[config.mk]
export PLATFORM = sky130hd
export DESIGN_NAME = bia_front
export DESIGN_NICKNAME = d
export VERILOG_FILES = /design/src/hdl/batched_id_allocator_assert.svh /design/src/hdl/bia_pkg.sv /design/src/hdl/bia_front.sv
export SDC_FILE = /design/constraint.sdc
export NUM_CORES = 1
export LEC_CHECK = 0
export ABC_AREA = 1
export BUFFER_PORTS_ARGS = -buffer_cell sky130_fd_sc_hd__clkbuf_2
export CORE_MARGIN = 8
export CORE_UTILIZATION = 31
export DETAILED_ROUTE_END_ITERATION = 16
export PLACE_DENSITY = 0.7
export SLEW_MARGIN = 20
export SYNTH_ARGS = -nofsm -noshare
export SYNTH_HDL_FRONTEND = slang
export SYNTH_SLANG_ARGS = --single-unit
[constraint.sdc]
create_clock -name aclk -period 1.3 [get_ports aclk]
set_input_delay 0.13 -clock aclk [delete_from_list [all_inputs] [get_ports aclk]]
set_output_delay 0.13 -clock aclk [all_outputs]
set_load 0.005 [all_outputs]
[src/hdl/batched_id_allocator_assert.svh]
// Assertion macros for the batched ID allocator.
`ifndef BATCHED_ID_ALLOCATOR_ASSERT_SVH
`define BATCHED_ID_ALLOCATOR_ASSERT_SVH

// Condition that must hold at every clock edge out of reset.
`define BIA_ASSERT_ALWAYS(label, cond, msg) \
    label: assert property (@(posedge aclk) disable iff (!aresetn) (cond)) \
        else $error(msg);

// Consequent that must hold in the same cycle as the antecedent.
`define BIA_ASSERT_IMPLY(label, ante, cons, msg) \
    label: assert property (@(posedge aclk) disable iff (!aresetn) (ante) |-> (cons)) \
        else $error(msg);

`endif

[src/hdl/bia_pkg.sv]
// Shared types and constants for the batched ID allocator.
package bia_pkg;

    localparam int ID_SPACE    = 1024;
    localparam int ID_W        = 10;
    localparam int CNT_W       = 11;
    localparam int BATCH_W     = 7;
    localparam int BATCH_MAX   = 64;
    localparam int BATCH_RESET = 16;
    localparam int MODE_W      = 2;
    localparam int STATUS_W    = 2;
    localparam int TDATA_W     = 16;
    localparam int FIFO_DEPTH  = 2;
    localparam int FIFO_PTR_W  = 1;
    localparam int FIFO_CNT_W  = 2;

    localparam logic [MODE_W-1:0] MODE_ALLOC   = 2'd0;
    localparam logic [MODE_W-1:0] MODE_RELEASE = 2'd1;
    localparam logic [MODE_W-1:0] MODE_CLEAR   = 2'd2;

    localparam logic [STATUS_W-1:0] STAT_OK            = 2'd0;
    localparam logic [STATUS_W-1:0] STAT_NOT_ALLOCATED = 2'd1;
    localparam logic [STATUS_W-1:0] STAT_EXHAUSTED     = 2'd2;

    typedef enum logic [1:0] {
        K_ALLOC,
        K_RELEASE,
        K_CLEAR,
        K_NOP
    } bia_kind_t;

    typedef struct packed {
        bia_kind_t       kind;
        logic [ID_W-1:0] id;
    } bia_op_t;

    typedef enum logic [1:0] {
        S_SWEEP,
        S_IDLE,
        S_QREAD,
        S_MREAD
    } bia_state_t;

    typedef struct packed {
        logic [CNT_W-1:0]   queue_count;
        logic [CNT_W-1:0]   next_fresh;
        logic [BATCH_W-1:0] fresh_left;
    } bia_stat_t;

endpackage

[src/hdl/bia_front.sv]
// Input stage: accepts requests and classifies them into operations.
module bia_front
    import bia_pkg::*;
(
    input  logic                aclk,
    input  logic                aresetn,
    input  logic                s_tvalid,
    output logic                s_tready,
    input  logic [TDATA_W-1:0]  s_tdata,   // [9:0] release_id, rest zero
    input  logic [MODE_W-1:0]   s_tuser,   // [1:0] mode
    output logic                push,
    output bia_op_t             push_op,
    input  logic                fifo_full
);

    logic    valid_reg, valid_next;
    bia_op_t op_reg, op_next;
    logic    accept;

    assign s_tready = !valid_reg || !fifo_full;
    assign accept   = s_tvalid && s_tready;
    assign push     = valid_reg;
    assign push_op  = op_reg;

    always_comb begin
        op_next    = op_reg;
        valid_next = valid_reg;
        if (valid_reg && !fifo_full) begin
            valid_next = 1'b0;
        end
        if (accept) begin
            valid_next = 1'b1;
            op_next.id = s_tdata[ID_W-1:0];
            unique case (s_tuser)
                MODE_ALLOC:   op_next.kind = K_ALLOC;
                MODE_RELEASE: op_next.kind = K_RELEASE;
                MODE_CLEAR:   op_next.kind = K_CLEAR;
                default:      op_next.kind = K_NOP;
            endcase
        end
    end

    always_ff @(posedge aclk) begin
        if (!aresetn) begin
            valid_reg <= 1'b0;
        end else begin
            valid_reg <= valid_next;
        end
    end

    always_ff @(posedge aclk) begin
        op_reg <= op_next;
    end

endmodule

==> flow_metrics.tcl <==
set metrics [dict create \
    avgRoutedWirePerCell_um 13.7 \
    floorplan.initialDensity_pct 32.7 \
    synth_cell_types 7 \
    grt_pass1_wl_mm 1.50 \
    synth_compound_area_share_pct 3.31 \
    cts.path.max_buffers 2 \
    clkTransAtPathRegs_ns 0.08 \
    drt_iter0_markers 7 \
    crit_fanout 3 \
    finalHoldViolCount 0 \
    worst_pin_slew_ns 0.156 \
    std_cell_rows 13 \
    cp_data_required_time_ns 1.17 \
    synth_largest_area_cell "edfxtp_1" \
    crit_chain "nand2_2 -> clkbuf_2" \
    synthAdderAreaFrac_pct 0 \
    maxSlewViolCount 0 \
    cts_root_buffer "clkbuf_4" \
    leakagePower_uw 0.000281 \
    timing.rr.start "push" \
    synth_nets 42 \
    slew_headroom_pct 89.6 \
    insertion_delay_ns 0.27 \
    postCtsResizedCells 0 \
    endpoint_kind "output port" \
    antenna_cells 0 \
    crit_buf_inv 1 \
    syn_area_per_cell_sq_um 20.8 \
    finalNetCount 75 \
    criticalPathCategory "flop to output port" \
    drive_gt1_share_pct 69.2 \
    die_width_um 52.6 \
    syn2layout_area_growth_pct 46.7 \
    r2r_slack_ns 0.32 \
    clock.fmax_mhz 1020 \
    synth_seq_cells 13 \
    gr-total-overflow 0 \
    slowest_delay_ns 0.39 \
    synth.area.mux_share_pct 0 \
    whs_ns 0.0280 \
    antenna_found_initial 0 \
    io_buffers 29 \
    ir_worst_vdd_mv 0.647 \
    via_per_inst 4.27 \
    die_h_um 52.6 \
    clock_skew_ns 0.00255 \
    yosys.area_share.simple_pct 1.51 \
    grt_max_degree 13 \
    ys_warn_count 0 \
    drc 0 \
    grt.total_usage_pct 7.53 \
    cts_setup_buffers 0 \
    syn_area_sq_um 415 \
    cp.arrival_ns 0.85 \
    vias 286 \
    drv_cap 0 \
    finalWeightedCongestion 0.646 \
    fin_setup_tns_ns 0 \
    yosysTopAreaCellShare_pct 86.7 \
    grt_pass1_vias 328 \
    cts_tree "done" \
    netlist_instances 20 \
    grt_setup_unrepaired "false" \
    yosys.area_share.xor_xnor_pct 0 \
    ios 36 \
    power_density_nw_per_um2 1320 \
    status "finished, final reports clean" \
    final.min_clock_period_ns 0.977 \
    place_hpwl_um 756 \
    wl_um 916 \
    hold_start "s_tuser[0]" \
    detail-route-antenna-nets 0 \
    synth.area.top_cells "edfxtp_1 (87%), dfxtp_1 (4.8%), a21oi_2 (2.1%), clkbuf_1 (1.8%), inv_1 (1.8%)" \
    setup_viol 0 \
    synth-seq-area-share_pct 91.6 \
    cts_max_level 1 \
    hold_class "input port to flop" \
    fin_crit_sh_pct 75.1 \
    cpLargestDelayFamily "flip-flops" \
    cts.sinks 13 \
    first_pass_iters 2 \
    worst_path_max_delay_cell "dfxtp_1" \
    synth_top_family_by_area "buffers and inverters" \
    critPathLaunch "push" \
    start_kind "flop" \
    die_area_sq_um 2770 \
    cts_hold_buf 0 \
    core-area_sq_um 1270 \
    numCtsBuffers 3 \
]
## per-layer routing
layer	share of wire (%)	routed length, um	track usage [%]
met5	0	0	0
met4	1.9	17	3.88
met3	16	143	5.11
met2	39	355	9.88
met1	44	399	8.97
## flip-flops by register name, summed over array words and instances (netlist names)
name     cells
push         1
push_op     12
## final cells by class
class | instances | area [sq um]
fill | 128 | 659
sequential | 13 | 380
timing repair buffer | 30 | 153
clock buffer | 4 | 26.3
multi-input combinational | 3 | 23.8
tap | 15 | 18.8
inverter | 2 | 7.51
## path summary, 6_finish.rpt
path	endpoint	cells after the start
max reg2reg	push_op[9]	2
min reg2reg	push	2
min	push_op[10]	1
max	s_tready	2
## kinds of logic after synthesis
kind of cell	Yosys count
AO/OA/AOI/OAI	2
buffers and inverters	4
flip-flops	13
AND/OR/NAND/NOR	1
## synth_stat cells (all sizes together)
cell / number
clkbuf: 2
dfxtp: 1
edfxtp: 12
inv: 2
nand2: 1
a21oi: 2
## layout by cell type (no fill, tap or decap)
cell type  instances
clkbuf_2          29
edfxtp_1          12
clkbuf_4           3
inv_1              2
a21oi_2            2
nand2_2            1
clkbuf_1           1
buf_4              1
dfxtp_1            1
## where the power goes
group	internal, uW	switching (uW)
combinational	36.6	32.1
clock	119	126
sequential	485	7.51
total	640	165
## stage by stage
| stage | util (%) | instance area, sq um | setup slack (ns) | instances | power [uW] |
|---|---|---|---|---|---|
| after floorplan | - | 419 | 0.175 | 20 | 520 |
| after global placement | 46.0 | 583 | 0.360 | 63 | 569 |
| after detailed placement | 46.0 | 583 | 0.333 | 63 | 573 |
| after CTS | 48.0 | 609 | 0.316 | 67 | 819 |
| after global routing | 48.0 | 609 | 0.256 | 67 | 844 |
| final | 48.0 | 609 | 0.323 | 67 | 806 |
Note: power is estimated with default switching activity, not from simulation.
