[config.mk]
export PLATFORM = sky130hd
export DESIGN_NAME = bia_fifo
export DESIGN_NICKNAME = d
export VERILOG_FILES = /design/src/hdl/batched_id_allocator_assert.svh /design/src/hdl/bia_pkg.sv /design/src/hdl/bia_fifo.sv
export SDC_FILE = /design/constraint.sdc
export NUM_CORES = 1
export LEC_CHECK = 0
export ABC_AREA = 1
export BUFFER_PORTS_ARGS = -buffer_cell sky130_fd_sc_hd__buf_2
export CORE_MARGIN = 2
export CORE_UTILIZATION = 42
export DETAILED_ROUTE_END_ITERATION = 6
export PLACE_DENSITY = 0.63
export RECOVER_POWER = 100
export SLEW_MARGIN = 20
export SYNTH_ARGS = -nofsm -noshare
export SYNTH_HDL_FRONTEND = slang
export SYNTH_SLANG_ARGS = --single-unit
[constraint.sdc]
create_clock -name aclk -period 2.81 [get_ports aclk]
set_input_delay 0.281 -clock aclk [delete_from_list [all_inputs] [get_ports aclk]]
set_output_delay 0.281 -clock aclk [all_outputs]
set_load 0.01 [all_outputs]
[src/hdl/batched_id_allocator_assert.svh]
// Assertion macros for the batched ID allocator.
`ifndef BATCHED_ID_ALLOCATOR_ASSERT_SVH
`define BATCHED_ID_ALLOCATOR_ASSERT_SVH

// Condition that must hold at every clock edge out of reset.
`define BIA_ASSERT_ALWAYS(label, cond, msg) \
    label: assert property (@(posedge aclk) disable iff (!aresetn) (cond)) \
        else $error(msg);

// Consequent that must hold in the same cycle as the antecedent.
`define BIA_ASSERT_IMPLY(label, ante, cons, msg) \
    label: assert property (@(posedge aclk) disable iff (!aresetn) (ante) |-> (cons)) \
        else $error(msg);

`endif

[src/hdl/bia_pkg.sv]
// Shared types and constants for the batched ID allocator.
package bia_pkg;

    localparam int ID_SPACE    = 1024;
    localparam int ID_W        = 10;
    localparam int CNT_W       = 11;
    localparam int BATCH_W     = 7;
    localparam int BATCH_MAX   = 64;
    localparam int BATCH_RESET = 16;
    localparam int MODE_W      = 2;
    localparam int STATUS_W    = 2;
    localparam int TDATA_W     = 16;
    localparam int FIFO_DEPTH  = 2;
    localparam int FIFO_PTR_W  = 1;
    localparam int FIFO_CNT_W  = 2;

    localparam logic [MODE_W-1:0] MODE_ALLOC   = 2'd0;
    localparam logic [MODE_W-1:0] MODE_RELEASE = 2'd1;
    localparam logic [MODE_W-1:0] MODE_CLEAR   = 2'd2;

    localparam logic [STATUS_W-1:0] STAT_OK            = 2'd0;
    localparam logic [STATUS_W-1:0] STAT_NOT_ALLOCATED = 2'd1;
    localparam logic [STATUS_W-1:0] STAT_EXHAUSTED     = 2'd2;

    typedef enum logic [1:0] {
        K_ALLOC,
        K_RELEASE,
        K_CLEAR,
        K_NOP
    } bia_kind_t;

    typedef struct packed {
        bia_kind_t       kind;
        logic [ID_W-1:0] id;
    } bia_op_t;

    typedef enum logic [1:0] {
        S_SWEEP,
        S_IDLE,
        S_QREAD,
        S_MREAD
    } bia_state_t;

    typedef struct packed {
        logic [CNT_W-1:0]   queue_count;
        logic [CNT_W-1:0]   next_fresh;
        logic [BATCH_W-1:0] fresh_left;
    } bia_stat_t;

endpackage

[src/hdl/bia_fifo.sv]
// Short request queue between the front and back parts of the allocator.
module bia_fifo
    import bia_pkg::*;
(
    input  logic    aclk,
    input  logic    aresetn,
    input  logic    push,
    input  bia_op_t push_op,
    output logic    full,
    input  logic    pop,
    output bia_op_t pop_op,
    output logic    empty
);

    bia_op_t                 entry_reg [FIFO_DEPTH];
    logic [FIFO_PTR_W-1:0]   wr_ptr_reg, wr_ptr_next;
    logic [FIFO_PTR_W-1:0]   rd_ptr_reg, rd_ptr_next;
    logic [FIFO_CNT_W-1:0]   cnt_reg, cnt_next;
    logic                    do_push, do_pop;

    assign full    = (cnt_reg == FIFO_CNT_W'(FIFO_DEPTH));
    assign empty   = (cnt_reg == '0);
    assign do_push = push && !full;
    assign do_pop  = pop && !empty;
    assign pop_op  = entry_reg[rd_ptr_reg];

    always_comb begin
        wr_ptr_next = do_push ? wr_ptr_reg + 1'b1 : wr_ptr_reg;
        rd_ptr_next = do_pop ? rd_ptr_reg + 1'b1 : rd_ptr_reg;
        cnt_next    = cnt_reg;
        if (do_push && !do_pop) begin
            cnt_next = cnt_reg + 1'b1;
        end else if (do_pop && !do_push) begin
            cnt_next = cnt_reg - 1'b1;
        end
    end

    always_ff @(posedge aclk) begin
        if (!aresetn) begin
            wr_ptr_reg <= '0;
            rd_ptr_reg <= '0;
            cnt_reg    <= '0;
        end else begin
            wr_ptr_reg <= wr_ptr_next;
            rd_ptr_reg <= rd_ptr_next;
            cnt_reg    <= cnt_next;
        end
    end

    always_ff @(posedge aclk) begin
        if (do_push) begin
            entry_reg[wr_ptr_reg] <= push_op;
        end
    end

endmodule

==> results.rst <==
.. list-table::
   :header-rows: 1

   * - Metric
     - Value
   * - Average routed wire per standard cell
     - between 10 and 15 um
   * - Total global routing track utilization
     - 0.128
   * - Post-placement worst setup slack
     - about 1.3 ns
   * - Post-CTS setup-driven buffer insertion count
     - 0
   * - DRC violations left
     - 0
   * - #FFs+latches synth
     - 29
   * - CTS root buf
     - sky130_fd_sc_hd__clkbuf_4
   * - Gpl congestion
     - approximately 0.72
   * - # nets final
     - approximately 130
   * - Hold Buf Count CTS
     - 0
   * - Maximum number of pins on one net before global-route repair
     - 13
   * - Synth cell count leaders
     - sky130_fd_sc_hd__edfxtp_1, sky130_fd_sc_hd__mux2_2, sky130_fd_sc_hd__nor2_1, sky130_fd_sc_hd__inv_1, sky130_fd_sc_hd__nand2_1
   * - Flip-flop count of the largest register, all copies and words added
     - 24
   * - Setup repair after global routing missed its margin
     - no
   * - Crit path max-delay family
     - flip-flops
   * - Sequential cell area fraction in the yosys report
     - 0.736
   * - Highest achievable clock rate
     - 0.560 GHz
   * - Skew final
     - 0.00402 ns
   * - Num rows
     - 18
   * - Count of buffers from port buffering
     - 29
   * - Transition time at the pin with the least slew margin
     - 0.691 ns
   * - Final Critical Period
     - around 1.8 ns
   * - Headroom to the max-slew limit
     - 0.539
   * - Mapped Avg Cell Area
     - 14.9 sq um
   * - Share of cells above drive strength 1
     - 0.230
   * - Routed via count
     - between 600 and 700
   * - Element type at the critical path start
     - register
   * - Arrival time of the worst setup path
     - between 1.5 and 2 ns
   * - Primary flip-flop cell chosen by synthesis mapping
     - sky130_fd_sc_hd__edfxtp_1
   * - Largest driver fanout on the critical path
     - 12
   * - Share of the synthesized area in the top cell type
     - 0.646
   * - Total buffers and inverters traversed by the critical path
     - 1
   * - Synthesized netlist cell count
     - between 70 and 80
   * - Placed inst area
     - between 1000 and 1500 sq um
   * - Worst EP required
     - about 2.5 ns
   * - Min-delay worst type
     - primary input to register
   * - Die H
     - between 50 and 60 um
   * - Top-count cell post-synth
     - sky130_fd_sc_hd__edfxtp_1
   * - Setup total negative slack
     - 0 ns
   * - Clock transition at the registers of the reported paths
     - approximately 0.08 ns
   * - Drt via density
     - about 4.7
   * - Die area
     - roughly 3000 sq um
   * - Effective utilization at floorplan
     - 0.446
   * - Number of diodes added for antenna fixing
     - 0
   * - Worst setup EP type
     - primary output
   * - Length of the first detailed-routing pass in iterations
     - 4
   * - Final instance area
     - 1310 sq um
   * - Number of hold-slack violations in the final timing report
     - 0
   * - Run status
     - completed
   * - Synth area leader
     - sky130_fd_sc_hd__edfxtp_1
   * - Max-cap violations
     - 0
   * - Power Density
     - around 840 nW/um^2
   * - Critical path type
     - register to primary output
   * - Die X-Extent
     - ~56 um
   * - Clock latency reported for the late side of the worst-skew pair
     - roughly 0.3 ns
   * - Setup violation total in the final timing report
     - 0
   * - Async SR Flop Fraction
     - 0
   * - Hold slack
     - 0.165 ns
   * - First-pass GRT wire length
     - roughly 2.9 mm
   * - Yosys warns
     - 0
   * - Minimum setup slack among reg-to-reg paths
     - between 1 and 1.5 ns
   * - Initial detailed-routing violation count
     - 29
   * - IO Pins
     - 30
   * - P_leak
     - roughly 0.00048 uW
   * - Slew Viols, Final
     - 0
   * - WL final
     - about 1.8 mm
   * - TritonCTS sink count
     - 29
   * - Slowest cell on the critical path
     - sky130_fd_sc_hd__dfxtp_1
   * - Initial antenna violation count
     - 0
   * - Mapped Nets
     - ~90
   * - CP cell instances
     - mux2_2 -> clkbuf_1
   * - Area delta synth->final
     - 17.6%
   * - Number of buffers created by CTS
     - 5
   * - Bufs on Longest Clock Path
     - 2
   * - Post-synth EDFFs
     - 24
   * - Placeable core area
     - between 2000 and 2500 sq um
   * - Yosys cell types
     - 15
   * - Detailed placer's ending HPWL
     - around 1.3 mm
   * - Overall overflow remaining after global route
     - 0
   * - H-tree depth
     - 2
   * - Share of the clock period used by the worst path after layout
     - 0.636
   * - Residual antenna-violating net count after detailed routing
     - 0
   * - Cell area after synthesis
     - approximately 1100 sq um
   * - Max stage delay on crit path
     - ~0.67 ns
   * - Final WS setup
     - roughly 1.0 ns
   * - Cts repair resizes
     - 0
   * - Via count of the first global-routing pass
     - 641
   * - Clock tree from TritonCTS
     - built
   * - Max rail drop VDD
     - between 0.4 and 0.5 mV
   * - Cell types occupying the most area after synthesis
     - sky130_fd_sc_hd__edfxtp_1, sky130_fd_sc_hd__mux2_2, sky130_fd_sc_hd__dfxtp_1, sky130_fd_sc_hd__nor2_1, sky130_fd_sc_hd__inv_1
[layout make-up]
class	instances	area, sq um
repair buffers	31	125
flip-flops and latches	29	821
multi-input cells	36	245
fillers	229	1190
inverters	9	33.8
well taps	30	37.5
clock buffers	7	45.0
clock inverters	1	3.75
[per-stage QoR]
| stage | util | instances | total power, uW |
|---|---|---|---|
| 2_1_floorplan | - | 75 | 812 |
| 3_3_place_gp | 0.521 | 135 | 912 |
| 3_5_place_dp | 0.521 | 135 | 926 |
| 4_1_cts | 0.540 | 143 | 1150 |
| 5_1_grt | 0.525 | 143 | 1190 |
| 6_report | 0.525 | 143 | 1100 |
[placed cells by master (no fill, tap or decap), drive strengths merged]
cell type  synthesis  routed
buf                1       7
o21ai              3       3
dfxtp              5       5
nand3              1       1
mux2              12      12
nand4              1       1
nor2              11      11
clkinv             0       1
nand2              6       6
edfxtp            24      24
ha                 1       1
clkbuf             0      31
a21oi              1       1
inv                9       9
[kinds of logic after synthesis]
kind of cell,Yosys count,share of synthesized area
buffers and inverters,10,0.0404
multiplexers,12,0.121
flip-flops,29,0.736
AND/OR/NAND/NOR,19,0.0696
AO/OA/AOI/OAI,4,0.0213
adder cells (fa/ha/maj),1,0.0112
[report_power, final]
| group | total (uW) | internal, uW | switching, uW |
|---|---|---|---|
| Combinational | 291 | 121 | 170 |
| Sequential | 594 | 547 | 46.6 |
| Clock | 220 | 96.0 | 124 |
| Total | 1100 | 764 | 340 |
[layer usage]
| metal | wire [um] | share of wire | up-vias | GRT usage |
|---|---|---|---|---|
| met3 | 109 | 0.061 | 2 | 0.0796 |
| met1 | 765 | 0.43 | 315 | 0.147 |
| met5 | 0 | 0 | - | 0 |
| met4 | 13 | 0.0073 | 0 | 0.0523 |
| li1 | - | - | 337 | - |
| met2 | 889 | 0.50 | 20 | 0.192 |
[final timing paths]
kind | startpoint | to | cells past startpoint
worst max-delay path | register | pop_op[3] | 2
worst min-delay path | push_op[0] | entry_reg[0][0]$_DFFE_PP_ | 1
worst max register to register | cnt_reg[0]$_SDFFE_PN0P_ | entry_reg[0][9]$_DFFE_PP_ | 3
worst min register to register | rd_ptr_reg$_SDFFE_PN0P_ | register | 2
Note: power is estimated with default switching activity, not from simulation.
